**src/design/clcd_pkg.sv**
```systemverilog
// Package for the character LCD nibble sequencer: payload structs, codes,
// register defaults and the microcode table. No dependencies.
`default_nettype none

package clcd_pkg;

  // Field widths
  localparam int OpW    = 3;
  localparam int ByteW  = 8;
  localparam int RowW   = 2;
  localparam int ColW   = 5;
  localparam int NibW   = 4;
  localparam int HoldW  = 20;
  localparam int PulseW = 16;
  localparam int CfgIdxW  = 2;
  localparam int CfgDataW = 20;
  localparam int PcW    = 5;

  // Operation codes
  localparam logic [OpW-1:0] OP_INIT   = 3'd0;
  localparam logic [OpW-1:0] OP_CMD    = 3'd1;
  localparam logic [OpW-1:0] OP_CHAR   = 3'd2;
  localparam logic [OpW-1:0] OP_CLEAR  = 3'd3;
  localparam logic [OpW-1:0] OP_HOME   = 3'd4;
  localparam logic [OpW-1:0] OP_CURSOR = 3'd5;

  // Register indexes
  localparam logic [CfgIdxW-1:0] CFG_PULSE  = 2'd0;
  localparam logic [CfgIdxW-1:0] CFG_SETTLE = 2'd1;
  localparam logic [CfgIdxW-1:0] CFG_SLOW   = 2'd2;
  localparam logic [CfgIdxW-1:0] CFG_POWER  = 2'd3;

  // Register reset values
  localparam logic [PulseW-1:0] PULSE_RST  = 16'd10;
  localparam logic [PulseW-1:0] SETTLE_RST = 16'd100;
  localparam logic [HoldW-1:0]  SLOW_RST   = 20'd2000;
  localparam logic [HoldW-1:0]  POWER_RST  = 20'd40000;

  // Fixed waits and limits
  localparam logic [HoldW-1:0] HOLD_MAX       = 20'hFFFFF;
  localparam logic [HoldW-1:0] STARTUP_WAIT_A = 20'd5000;
  localparam logic [HoldW-1:0] STARTUP_WAIT_B = 20'd150;

  // Command bytes
  localparam logic [ByteW-1:0] CMD_CLEAR   = 8'h01;
  localparam logic [ByteW-1:0] CMD_HOME    = 8'h02;
  localparam logic [ByteW-1:0] CMD_ROW1    = 8'h80;
  localparam logic [ByteW-1:0] CMD_ROW2    = 8'hC0;
  localparam logic [RowW-1:0]  ROW_FIRST   = 2'd1;
  localparam logic [RowW-1:0]  ROW_SECOND  = 2'd2;
  localparam logic [ColW-1:0]  COL_MAX     = 5'd16;

  // Program entry points
  localparam logic [PcW-1:0] PC_INIT = 5'd0;
  localparam logic [PcW-1:0] PC_BYTE = 5'd25;
  localparam logic [PcW-1:0] PC_LAST = 5'd28;

  typedef struct packed {
    logic [OpW-1:0]   operation;
    logic [ByteW-1:0] byte_value;
    logic [RowW-1:0]  row;
    logic [ColW-1:0]  column;
  } req_t;

  typedef struct packed {
    logic             reg_select;
    logic             read_write;
    logic             enable_pin;
    logic [NibW-1:0]  nibble;
    logic [HoldW-1:0] hold_units;
    logic             last;
  } res_t;

  typedef enum logic [1:0] {
    NIB_CONST = 2'd0,
    NIB_HIGH  = 2'd1,
    NIB_LOW   = 2'd2
  } nib_sel_t;

  typedef enum logic [1:0] {
    HOLD_POWER  = 2'd0,
    HOLD_PULSE  = 2'd1,
    HOLD_SETTLE = 2'd2
  } hold_sel_t;

  typedef enum logic [2:0] {
    EXTRA_NONE = 3'd0,
    EXTRA_A    = 3'd1,
    EXTRA_B    = 3'd2,
    EXTRA_SLOW = 3'd3,
    EXTRA_REQ  = 3'd4
  } extra_sel_t;

  typedef enum logic {
    SEQ_NEXT = 1'b0,
    SEQ_END  = 1'b1
  } seq_t;

  // One control word
  typedef struct packed {
    logic            en;
    nib_sel_t        nib_sel;
    logic [NibW-1:0] nib_const;
    hold_sel_t       hold_sel;
    extra_sel_t      extra_sel;
    seq_t            seq;
  } ucw_t;

  // Sequencer to datapath: current step and request context
  typedef struct packed {
    logic             valid;
    ucw_t             word;
    logic [ByteW-1:0] byte_value;
    logic             rs;
    logic             slow;
  } step_t;

  function automatic ucw_t uw(input logic en, input nib_sel_t ns,
                              input logic [NibW-1:0] nc, input hold_sel_t hs,
                              input extra_sel_t xs, input seq_t sq);
    ucw_t w;
    w.en        = en;
    w.nib_sel   = ns;
    w.nib_const = nc;
    w.hold_sel  = hs;
    w.extra_sel = xs;
    w.seq       = sq;
    return w;
  endfunction

  // EN-high / EN-low halves of a constant nibble
  function automatic ucw_t hi(input logic [NibW-1:0] nc);
    return uw(1'b1, NIB_CONST, nc, HOLD_PULSE, EXTRA_NONE, SEQ_NEXT);
  endfunction

  function automatic ucw_t lo(input logic [NibW-1:0] nc, input extra_sel_t xs,
                              input seq_t sq);
    return uw(1'b0, NIB_CONST, nc, HOLD_SETTLE, xs, sq);
  endfunction

  // Microcode: init program at 0, shared byte program at PC_BYTE
  function automatic ucw_t ucode(input logic [PcW-1:0] pc);
    ucw_t w;
    case (pc)
      5'd0:  w = uw(1'b0, NIB_CONST, 4'h0, HOLD_POWER, EXTRA_NONE, SEQ_NEXT);
      5'd1:  w = hi(4'h3);
      5'd2:  w = lo(4'h3, EXTRA_A, SEQ_NEXT);
      5'd3:  w = hi(4'h3);
      5'd4:  w = lo(4'h3, EXTRA_B, SEQ_NEXT);
      5'd5:  w = hi(4'h3);
      5'd6:  w = lo(4'h3, EXTRA_NONE, SEQ_NEXT);
      5'd7:  w = hi(4'h2);
      5'd8:  w = lo(4'h2, EXTRA_NONE, SEQ_NEXT);
      // function set 0x28
      5'd9:  w = hi(4'h2);
      5'd10: w = lo(4'h2, EXTRA_NONE, SEQ_NEXT);
      5'd11: w = hi(4'h8);
      5'd12: w = lo(4'h8, EXTRA_NONE, SEQ_NEXT);
      // display on, cursor on 0x0E
      5'd13: w = hi(4'h0);
      5'd14: w = lo(4'h0, EXTRA_NONE, SEQ_NEXT);
      5'd15: w = hi(4'hE);
      5'd16: w = lo(4'hE, EXTRA_NONE, SEQ_NEXT);
      // clear 0x01, slow
      5'd17: w = hi(4'h0);
      5'd18: w = lo(4'h0, EXTRA_NONE, SEQ_NEXT);
      5'd19: w = hi(4'h1);
      5'd20: w = lo(4'h1, EXTRA_SLOW, SEQ_NEXT);
      // entry mode 0x06
      5'd21: w = hi(4'h0);
      5'd22: w = lo(4'h0, EXTRA_NONE, SEQ_NEXT);
      5'd23: w = hi(4'h6);
      5'd24: w = lo(4'h6, EXTRA_NONE, SEQ_END);
      // byte from the request register
      5'd25: w = uw(1'b1, NIB_HIGH, 4'h0, HOLD_PULSE, EXTRA_NONE, SEQ_NEXT);
      5'd26: w = uw(1'b0, NIB_HIGH, 4'h0, HOLD_SETTLE, EXTRA_NONE, SEQ_NEXT);
      5'd27: w = uw(1'b1, NIB_LOW, 4'h0, HOLD_PULSE, EXTRA_NONE, SEQ_NEXT);
      5'd28: w = uw(1'b0, NIB_LOW, 4'h0, HOLD_SETTLE, EXTRA_REQ, SEQ_END);
      default: w = uw(1'b0, NIB_CONST, 4'h0, HOLD_PULSE, EXTRA_NONE, SEQ_END);
    endcase
    return w;
  endfunction

endpackage

`default_nettype wire

```
**src/design/char_lcd_nibble_sequencer_core.sv**
```systemverilog
// Character LCD nibble sequencer top level (microsequencer plus datapath);
// depends on clcd_pkg, clcd_useq, clcd_dpath.
// A taken start sets the running flag, and each step is then registered as
// a result. Throughput: one step per cycle from the step counter; a byte
// item gives 4 results and frees start on its final step; init gives 25.
// Results cannot be held off. Sync reset: sequencer idle, default holds.
`default_nettype none

module char_lcd_nibble_sequencer_core (
  input  wire logic                          clk,
  input  wire logic                          rst,
  // request side
  input  wire logic                          start,
  input  wire clcd_pkg::req_t                request,
  output logic                               busy,
  // result side: one item per strobe, never stalled
  output logic                               strobe,
  output clcd_pkg::res_t                     result,
  // configuration writes
  input  wire logic                          cfg_we,
  input  wire logic [clcd_pkg::CfgIdxW-1:0]  cfg_index,
  input  wire logic [clcd_pkg::CfgDataW-1:0] cfg_data
);

  // current microcode word plus the latched request context
  clcd_pkg::step_t step;

  // Decodes the request, picks the program entry (init or byte program)
  // and walks the step counter until a word marked as the end.
  clcd_useq u_useq (
    .clk     (clk),
    .rst     (rst),
    .start   (start),
    .request (request),
    .busy    (busy),
    .step    (step)
  );

  // Forms the pin levels and the saturated hold for each word and
  // registers them as one result item.
  clcd_dpath u_dpath (
    .clk       (clk),
    .rst       (rst),
    .cfg_we    (cfg_we),
    .cfg_index (cfg_index),
    .cfg_data  (cfg_data),
    .step      (step),
    .strobe    (strobe),
    .result    (result)
  );

endmodule

`default_nettype wire

```
**src/design/clcd_useq.sv**
```systemverilog
// Microsequencer: request decode, step counter and microcode fetch.
// Depends on clcd_pkg.
`default_nettype none

module clcd_useq (
  input  wire logic          clk,
  input  wire logic          rst,
  input  wire logic          start,
  input  wire clcd_pkg::req_t request,
  output logic               busy,
  output clcd_pkg::step_t    step
);

  logic                         running;
  logic [clcd_pkg::PcW-1:0]     pc;
  logic [clcd_pkg::ByteW-1:0]   byte_reg;
  logic                         rs_reg;
  logic                         slow_reg;

  clcd_pkg::ucw_t               word;
  logic                         accept;
  logic                         launch;
  logic [clcd_pkg::PcW-1:0]     entry;
  logic [clcd_pkg::ByteW-1:0]   byte_next;
  logic                         rs_next;
  logic                         slow_next;
  logic                         cursor_ok;
  logic [clcd_pkg::ColW-1:0]    col_m1;

  assign word   = clcd_pkg::ucode(pc);
  // free again during the final step of a program
  assign busy   = running && (word.seq != clcd_pkg::SEQ_END);
  assign accept = start && !busy;

  assign col_m1    = request.column - 5'd1;
  assign cursor_ok = (request.column != 5'd0) && (request.column <= clcd_pkg::COL_MAX) &&
                     ((request.row == clcd_pkg::ROW_FIRST) ||
                      (request.row == clcd_pkg::ROW_SECOND));

  always_comb begin
    launch    = 1'b0;
    entry     = clcd_pkg::PC_BYTE;
    byte_next = request.byte_value;
    rs_next   = 1'b0;
    slow_next = 1'b0;
    case (request.operation)
      clcd_pkg::OP_INIT: begin
        launch = 1'b1;
        entry  = clcd_pkg::PC_INIT;
      end
      clcd_pkg::OP_CMD: begin
        launch = 1'b1;
      end
      clcd_pkg::OP_CHAR: begin
        launch  = 1'b1;
        rs_next = 1'b1;
      end
      clcd_pkg::OP_CLEAR: begin
        launch    = 1'b1;
        byte_next = clcd_pkg::CMD_CLEAR;
        slow_next = 1'b1;
      end
      clcd_pkg::OP_HOME: begin
        launch    = 1'b1;
        byte_next = clcd_pkg::CMD_HOME;
        slow_next = 1'b1;
      end
      clcd_pkg::OP_CURSOR: begin
        launch    = cursor_ok;
        byte_next = ((request.row == clcd_pkg::ROW_FIRST) ? clcd_pkg::CMD_ROW1
                                                           : clcd_pkg::CMD_ROW2) |
                    {4'h0, col_m1[3:0]};
      end
      default: begin
        launch = 1'b0;
      end
    endcase
  end

  always_ff @(posedge clk) begin
    if (rst) begin
      running <= 1'b0;
      pc      <= clcd_pkg::PC_INIT;
    end else if (accept && launch) begin
      running <= 1'b1;
      pc      <= entry;
    end else if (running) begin
      if (word.seq == clcd_pkg::SEQ_END) begin
        running <= 1'b0;
      end else begin
        pc <= pc + 5'd1;
      end
    end
  end

  always_ff @(posedge clk) begin
    if (accept && launch) begin
      byte_reg <= byte_next;
      rs_reg   <= rs_next;
      slow_reg <= slow_next;
    end
  end

  assign step.valid      = running;
  assign step.word       = word;
  assign step.byte_value = byte_reg;
  assign step.rs         = rs_reg;
  assign step.slow       = slow_reg;

  a_pc_range: assert property (@(posedge clk) disable iff (rst)
    running |-> (pc <= clcd_pkg::PC_LAST))
    else $error("step counter ran past the microcode");

  a_drop: assert property (@(posedge clk) disable iff (rst)
    (accept && !launch) |=> !running)
    else $error("rejected item started a program");

  a_end: assert property (@(posedge clk) disable iff (rst)
    (running && (word.seq == clcd_pkg::SEQ_END) && !(accept && launch)) |=> !running)
    else $error("program did not stop at its final step");

endmodule

`default_nettype wire

```
**src/design/clcd_dpath.sv**
```systemverilog
// Datapath: configuration registers, pin and hold formation, result register.
// Depends on clcd_pkg.
`default_nettype none

module clcd_dpath (
  input  wire logic                          clk,
  input  wire logic                          rst,
  input  wire logic                          cfg_we,
  input  wire logic [clcd_pkg::CfgIdxW-1:0]  cfg_index,
  input  wire logic [clcd_pkg::CfgDataW-1:0] cfg_data,
  input  wire clcd_pkg::step_t               step,
  output logic                               strobe,
  output clcd_pkg::res_t                     result
);

  logic [clcd_pkg::PulseW-1:0] pulse_units;
  logic [clcd_pkg::PulseW-1:0] settle_units;
  logic [clcd_pkg::HoldW-1:0]  slow_cmd_units;
  logic [clcd_pkg::HoldW-1:0]  power_wait_units;

  logic [clcd_pkg::HoldW-1:0]  base;
  logic [clcd_pkg::HoldW-1:0]  extra;
  logic [clcd_pkg::HoldW:0]    sum;
  logic [clcd_pkg::NibW-1:0]   nib;
  clcd_pkg::res_t              result_next;

  always_ff @(posedge clk) begin
    if (rst) begin
      pulse_units      <= clcd_pkg::PULSE_RST;
      settle_units     <= clcd_pkg::SETTLE_RST;
      slow_cmd_units   <= clcd_pkg::SLOW_RST;
      power_wait_units <= clcd_pkg::POWER_RST;
    end else if (cfg_we) begin
      case (cfg_index)
        clcd_pkg::CFG_PULSE:  pulse_units      <= cfg_data[clcd_pkg::PulseW-1:0];
        clcd_pkg::CFG_SETTLE: settle_units     <= cfg_data[clcd_pkg::PulseW-1:0];
        clcd_pkg::CFG_SLOW:   slow_cmd_units   <= cfg_data;
        clcd_pkg::CFG_POWER:  power_wait_units <= cfg_data;
        default: ;
      endcase
    end
  end

  always_comb begin
    case (step.word.hold_sel)
      clcd_pkg::HOLD_POWER:  base = power_wait_units;
      clcd_pkg::HOLD_PULSE:  base = {4'h0, pulse_units};
      clcd_pkg::HOLD_SETTLE: base = {4'h0, settle_units};
      default:               base = {4'h0, pulse_units};
    endcase
    case (step.word.extra_sel)
      clcd_pkg::EXTRA_A:    extra = clcd_pkg::STARTUP_WAIT_A;
      clcd_pkg::EXTRA_B:    extra = clcd_pkg::STARTUP_WAIT_B;
      clcd_pkg::EXTRA_SLOW: extra = slow_cmd_units;
      clcd_pkg::EXTRA_REQ:  extra = step.slow ? slow_cmd_units : '0;
      default:              extra = '0;
    endcase
    case (step.word.nib_sel)
      clcd_pkg::NIB_HIGH: nib = step.byte_value[7:4];
      clcd_pkg::NIB_LOW:  nib = step.byte_value[3:0];
      default:            nib = step.word.nib_const;
    endcase
  end

  assign sum = {1'b0, base} + {1'b0, extra};

  always_comb begin
    result_next.reg_select = (step.word.nib_sel != clcd_pkg::NIB_CONST) && step.rs;
    result_next.read_write = 1'b0;
    result_next.enable_pin = step.word.en;
    result_next.nibble     = nib;
    result_next.hold_units = sum[clcd_pkg::HoldW] ? clcd_pkg::HOLD_MAX
                                                  : sum[clcd_pkg::HoldW-1:0];
    result_next.last       = (step.word.seq == clcd_pkg::SEQ_END);
  end

  always_ff @(posedge clk) begin
    if (rst) begin
      strobe <= 1'b0;
    end else begin
      strobe <= step.valid;
    end
  end

  always_ff @(posedge clk) begin
    result <= result_next;
  end

  a_last_low: assert property (@(posedge clk) disable iff (rst)
    (strobe && result.last) |-> !result.enable_pin)
    else $error("item ended on an EN-high step");

  a_pulse_hold: assert property (@(posedge clk) disable iff (rst)
    (step.valid && step.word.en) |=> (result.hold_units == {4'h0, $past(pulse_units)}))
    else $error("EN-high step hold is not the pulse time");

endmodule

`default_nettype wire
```
**config.mk**
```make
export PLATFORM = sky130hd
export DESIGN_NAME = char_lcd_nibble_sequencer_core
export DESIGN_NICKNAME = d
export VERILOG_FILES = /design/src/design/clcd_pkg.sv /design/src/design/char_lcd_nibble_sequencer_core.sv /design/src/design/clcd_useq.sv /design/src/design/clcd_dpath.sv
export SDC_FILE = /design/constraint.sdc
export NUM_CORES = 1
export LEC_CHECK = 0
export BUFFER_PORTS_ARGS = -buffer_cell sky130_fd_sc_hd__buf_4
export CORE_MARGIN = 3
export CORE_UTILIZATION = 60
export CTS_CLUSTER_SIZE = 14
export DETAILED_ROUTE_END_ITERATION = 10
export PLACE_DENSITY = 0.84
export RECOVER_POWER = 50
export SLEW_MARGIN = 25
export SYNTH_ARGS = -nofsm -noshare
export SYNTH_HDL_FRONTEND = slang
export SYNTH_SLANG_ARGS = --single-unit
```
**constraint.sdc**
```tcl
create_clock -name clk -period 8.3 [get_ports clk]
set_clock_uncertainty 0.15 [all_clocks]
set_input_delay 1.245 -clock clk [delete_from_list [all_inputs] [get_ports clk]]
set_output_delay 1.245 -clock clk [all_outputs]
set_load 0.02 [all_outputs]
```
==> flow_summary.ini, run 1 <==
[status]
run_status = complete, no violations

[cts]
clk_pin_slew_ns = 0.06
htreeDepth = 4
ctsRootBufferMaster = clkbuf_8
cts_tree = built
cts_hold_buf = 0
cts.repair.resized = 0
cts_sinks = 129
clk_path_buf_depth = 2
numCtsBuffers = 17
cts_setup_buffers = 0
clock_latency_ns = 0.52

[worst_setup_path]
r2r-start = u_useq.word[5]
path_max_fanout = 17
cp-endpoint = u_dpath.result[13]
critPathLaunch = u_useq.word[5]
path_cells = mux2i_1 > o21ai_0 > ha_1 > fa_1 > a211oi_1 > o21bai_1 > nand4_1 > a21o_1 > nand4_1 > o211ai_1 > clkbuf_4 > o21ai_0
arrival_ns = 4.33
crit_path_max_incr_delay_ns = 1.05
critPathKind = reg2reg
r2r_end = u_dpath.result[13]
critPathRequiredTime_ns = 8.54
reg2regPathDepth = 12
startpoint_type = register
cp-end-kind = register
rrSetupSlack_ns = 4.22
slowest_stage = dfxtp_1

[floorplan]
start_util_pct = 63.2
die_h_um = 109
die_area_um2 = 11800
num_rows = 36
ioPinCount = 74
core-area_um2 = 10000
die_w_um = 109

[min_path]
hp-class = reg2reg

[global_route]
antenna_found_initial = 0
gr-usage-all-layers_pct = 28.5
grt_pass1_vias = 5618
grt-ovfl-total = 0
grt_max_degree = 67
grt_first_pass_wirelength_mm = 26.5

[synthesis]
seq_area_frac_synth_pct = 42.5
netlist_instances = 780
syn_avg_cell_area_um2 = 8.10
yosysWarningCount = 0
ys.flop_type = dfxtp_1
synth_enable_flop_cells = 10
yosysTopAreaCell = dfxtp_1
netlist.area_leader.share_pct = 37.7
ys_async_sr_fraction_pct = 0
ys_ff_latch = 129
synth_area_um2 = 6320
synthTopCellsByArea = dfxtp_1, nand2_1, a21oi_1
synth_nets = 857
ys_types = 58

[finish]
largest_register_ffs = 27
layout_top_registers = u_dpath.result x27, u_dpath.power_wait_units x20, u_dpath.slow_cmd_units x20
synthToLayoutAreaGrowth_pct = 19.4
finalNetCount = 915
drive_gt1_share_pct = 14.2
postLayoutCoreUtil_pct = 75.5
regMostFlops = u_dpath.result
num_antenna_cells = 0

[timing]
rsz0062_at_grt = false
period_share_pct = 49.2
period_needed_ns = 4.08
setup_viol = 0
finalSetupTns_ns = 0
relSlewSlack_pct = 19.1
tightest_slew_ns = 1.21
layout_setup_ws_ns = 4.22
slew_violations = 0
max_clock_freq_mhz = 245
hold_viol_final = 0

[placed_design]
place_congestion = 0.860
numPortBuffers = 72
dpl.hpwl_mm = 10.8
detailedPlace.worstSlack_ns = 3.95

[drt]
via_per_inst = 5.94
wl_mm = 16.2
vias = 5840
wire_per_inst_um = 16.5
drt_pre_antenna_iters = 7
route.detailed.drc = 0
first_iter_violations = 587
route.antenna.remaining_nets = 0

[run]
maxCapViolations = 0

[pwr]
power_leakage_nw = 3.31
power_density_nw_per_um2 = 234
peakVddDrop_mv = 0.151
-- logic make-up (layout without fill, tap and decap cells) --
| kind of cell | after synthesis | in the layout | share of synthesized area [%] |
|---|---|---|---|
| DFF | 129 | 129 | 42.5 |
| xor gates and xnor gates | 17 | 17 | 2.36 |
| AOI/OAI and AO/OA | 178 | 178 | 17.8 |
| buffers and inverters | 59 | 129 | 3.62 |
| other | 1 | 1 | 0.0593 |
| and+or+nand+nor | 344 | 344 | 24.0 |
| muxes | 19 | 19 | 3.09 |
| adders and majority gates | 33 | 33 | 6.65 |
-- per-layer routing --
layer,up-vias,global-route usage [%],share of wire [%]
met5,-,0,0
met4,0,11.5,2.4
met3,45,5.57,8.8
met2,310,46.1,47
met1,2698,37.5,42
li1,2787,-,-
-- worst min path at each step --
| stage | startpoint | to | slack, ns | depth (start not counted) |
|---|---|---|---|---|
| finish | u_useq.word[12] | u_dpath.result[25] | 0.18 | 0 |
| global route | u_useq.word[12] | u_dpath.result[25] | 0.19 | 0 |
| CTS | u_useq.word[12] | u_dpath.result[25] | 0.18 | 0 |
| detailed placement | u_useq.word[12] | u_dpath.result[25] | 0.17 | 0 |
| global placement | u_useq.word[12] | u_dpath.result[25] | 0.16 | 0 |
| floorplan | u_useq.word[12] | u_dpath.result[25] | 0.16 | 0 |
-- cell usage after synthesis (3+ instances only) --
cell	number
nor2b_1	5
mux2i_1	17
o31ai_1	4
a31oi_1	4
o21ai_0	34
nor3b_1	3
ha_1	32
buf_2	3
nand4_1	4
o211ai_1	4
nand2_1	206
clkbuf_1	32
xnor2_1	9
nor3_1	13
nor2_1	38
o21a_1	5
dfxtp_1	119
xor2_1	8
nand2b_1	9
and3_1	8
nand3_1	28
a22oi_1	4
or2_2	4
a211oi_1	4
and2_1	18
inv_1	21
o21bai_1	5
a21oi_1	81
a221oi_2	3
edfxtp_1	10
a21o_1	14
-- critical path, delay by kind of cell (launching register included) --
| kind | cells | cell delay (ns) |
|---|---|---|
| AOI/OAI and AO/OA | 6 | 1.20 |
| adders and majority gates | 2 | 0.73 |
| buffers and inverters | 1 | 0.32 |
| DFF | 1 | 1.05 |
| muxes | 1 | 0.26 |
| and+or+nand+nor | 2 | 0.26 |
-- cell usage in the layout (no fill, tap or decap), types with 13 or more instances in the layout --
| master | count |
|---|---|
| buf_4 | 72 |
| nand2_1 | 206 |
| clkbuf_16 | 18 |
| o21ai_0 | 34 |
| nor2_1 | 38 |
| and2_1 | 17 |
| nand3_1 | 28 |
| ha_1 | 32 |
| mux2i_1 | 17 |
| nor3_1 | 13 |
| a21oi_1 | 81 |
| inv_1 | 21 |
| a21o_1 | 14 |
| dfxtp_1 | 119 |
-- area by class of cell --
class                      count  area (um2)
multi-input combinational    592        3410
clock buffer                  24         533
clock inverter                 7         116
sequential                   129        2680
inverter                      23        86.3
timing repair buffer          75         556
fill                         704        2450
tap                          133         166
-- stage by stage --
step                hold slack [ns]  instance area, um2  cells  power, mW
finish                        0.181                7550    983       1.77
global route                  0.193                7550    983       1.83
CTS                           0.183                7550    982       1.76
detailed placement            0.169                6900    951      0.976
global placement              0.162                6900    951      0.965
floorplan                     0.160                6320    780      0.878
-- report_power, final --
part           switching (mW)  leakage (nW)  internal [mW]
Combinational           0.158          1.93          0.106
Sequential             0.0333          1.07          0.675
Clock                   0.263         0.319          0.532
Total                   0.454          3.31           1.31
No activity file was read; power rests on OpenSTA's default activity.
==> run 2, diff against run 1 <==
CORE_UTILIZATION = 58   (was 60)
PLACE_DENSITY = 0.81   (was 0.84)
clock period = 4.1 ns   (was 8.3 ns; I/O delays follow)
==> run 2 against run 1 <==
Worst hold slack better by 0.0033 ns. Flip-flop and latch count unchanged. Via count down 3.0%. Global-route usage down 3.2 points. Critical path depth up 3. Combinational power up 110%. Count of clock-buffer cells in the layout down 6. Total power up 95%. Highest routed layer unchanged. Routed wire length down 6.6%. Worst setup slack worse by 3.8 ns. Sequential share of layout area up 0.15 points.
==> flow_summary.ini, run 2 (synthesis results as in run 1) <==
[status]
run_status = complete, no violations

[global_route]
grt_pass1_vias = 5124
antenna_found_initial = 0
grt-ovfl-total = 0
use_met1_pct = 36.3
grt.busiest_layer = met2
grt_first_pass_wirelength_mm = 24.1
use_met3_pct = 5.18
gr-usage-all-layers_pct = 25.3
use_met2_pct = 37.4
grt_max_degree = 65

[worst_setup_path]
critPathRequiredTime_ns = 4.36
reg2regPathDepth = 15
cp-end-kind = register
path_max_fanout = 16
arrival_ns = 3.97
startpoint_type = register
r2r_end = u_dpath.result[2]
r2r-start = u_useq.word[1]
rrSetupSlack_ns = 0.39
critPathKind = reg2reg

[drt]
first_iter_violations = 543
via_per_inst = 5.72
vias = 5667
route.detailed.drc = 0
route.antenna.remaining_nets = 0
wl_mm = 15.2
drt_pre_antenna_iters = 5
wire_per_inst_um = 15.3

[timing]
rsz0062_at_grt = false
relSlewSlack_pct = 21.7
tightest_slew_ns = 1.17
period_needed_ns = 3.71
setup_viol = 0
period_share_pct = 90.5
max_clock_freq_mhz = 269
slew_violations = 0
hold_viol_final = 0
finalSetupTns_ns = 0

[cts]
clk_pin_slew_ns = 0.06
htreeDepth = 4
numCtsBuffers = 17
ctsRootBufferMaster = clkbuf_8
cts_tree = built
cts_sinks = 129
cts_setup_buffers = 0
clk_path_buf_depth = 2
cts.repair.resized = 0
clock_latency_ns = 0.52
cts_hold_buf = 0

[run]
maxCapViolations = 0

[finish]
final_cell_mix = nand2_1, dfxtp_1, a21oi_1
layout_top_registers = u_dpath.result x27, u_dpath.power_wait_units x20, u_dpath.slow_cmd_units x20
layout.cells.most_common = nand2_1
fillers = 813
final_area_um2 = 7520
largest_register_ffs = 27
synthToLayoutAreaGrowth_pct = 19.0
num_antenna_cells = 0
regMostFlops = u_dpath.result
drive_gt1_share_pct = 14.6
finalNetCount = 919

[pwr]
p_switching_mw = 0.932
peakVddDrop_mv = 0.347
combPwrFrac_pct = 16.1
power_frac_clock_pct = 43.0
power_leakage_nw = 3.29
power_density_nw_per_um2 = 458
seq_power_share_pct = 40.9
power_mw = 3.44
switching_share_pct = 27.1
p_int_mw = 2.51

[placed_design]
numPortBuffers = 72
place_congestion = 0.855
dpl.hpwl_mm = 10.6
place_area_um2 = 6940

[min_path]
hp-class = reg2reg
hold_path_startpoint = u_useq.word[12]
holdPathEnd = u_dpath.result[25]
whs_path_depth = 0

[floorplan]
num_rows = 37
die_h_um = 110
start_util_pct = 60.4
ioPinCount = 74
die_w_um = 110
die_area_um2 = 12200
core-area_um2 = 10500
run 2: cell count changes in the layout (fill, tap and decap cells not counted), sizes merged:
cell / before / now
buf: 72 / 77
clkbuf: 27 / 20
clkinv: 3 / 9
clkinvlp: 1 / 2
run 2: how the worst max path moves through the flow:
stage / start / endpoint / slack (ns) / depth (start not counted)
final: u_useq.word[1] / u_dpath.result[2] / 0.39 / 15
after global routing: u_useq.word[1] / u_dpath.result[6] / 0.04 / 15
after CTS: u_useq.word[1] / u_dpath.result[2] / 0.44 / 15
after detailed placement: request[5] / u_useq.word[6] / 0.48 / 10
after global placement: u_useq.word[1] / u_dpath.result[2] / 0.64 / 15
after floorplan: u_useq.word[5] / u_dpath.result[10] / 0.60 / 13
run 2: through the flow:
stage,hold slack (ns),std cells,setup slack [ns],utilization [%]
CTS,0.186,991,0.443,72.0
global placement,0.167,959,0.644,66.3
finish,0.184,991,0.389,71.8
detailed placement,0.171,959,0.483,66.4
floorplan,0.160,780,0.603,-
global route,0.192,991,0.0415,71.8
run 2: power groups by stage:
stage	Clock (mW)	Sequential, mW	Combinational (mW)
final	1.48	1.41	0.554
after global routing	1.54	1.42	0.609
after CTS	1.48	1.41	0.551
after detailed placement	0	1.43	0.543
after global placement	0	1.43	0.531
after floorplan	0	1.47	0.303
run 2: worst max-delay path, stage by stage (launching register included):
cell      delay [ns]
dfxtp_1         0.41
nor2_1          0.07
nand3_1         0.12
o21ai_0         0.09
buf_4           0.17
and2_1          0.16
ha_1            0.24
fa_1            0.46
a211oi_1        0.34
o21bai_1        0.15
nand4_1         0.15
a21o_1          0.19
nand4_1         0.11
o211ai_1        0.47
buf_4           0.26
nand2b_1        0.05
run 2: layout make-up:
| type | instances | area, um2 | share of cell area [%] |
|---|---|---|---|
| clock buffer | 18 | 418 | 5.56 |
| clock inverter | 14 | 166 | 2.21 |
| inverter | 23 | 86.3 | 1.15 |
| multi-input combinational | 592 | 3410 | 45.3 |
| sequential | 129 | 2680 | 35.7 |
| tap | 136 | 170 | 2.26 |
| timing repair buffer | 79 | 586 | 7.79 |
run 2: layer usage:
| metal | wire, um | vias up |
|---|---|---|
| met4 | 283 | 0 |
| li1 | - | 2801 |
| met5 | 0 | - |
| met1 | 6960 | 2597 |
| met3 | 1170 | 30 |
| met2 | 6760 | 239 |
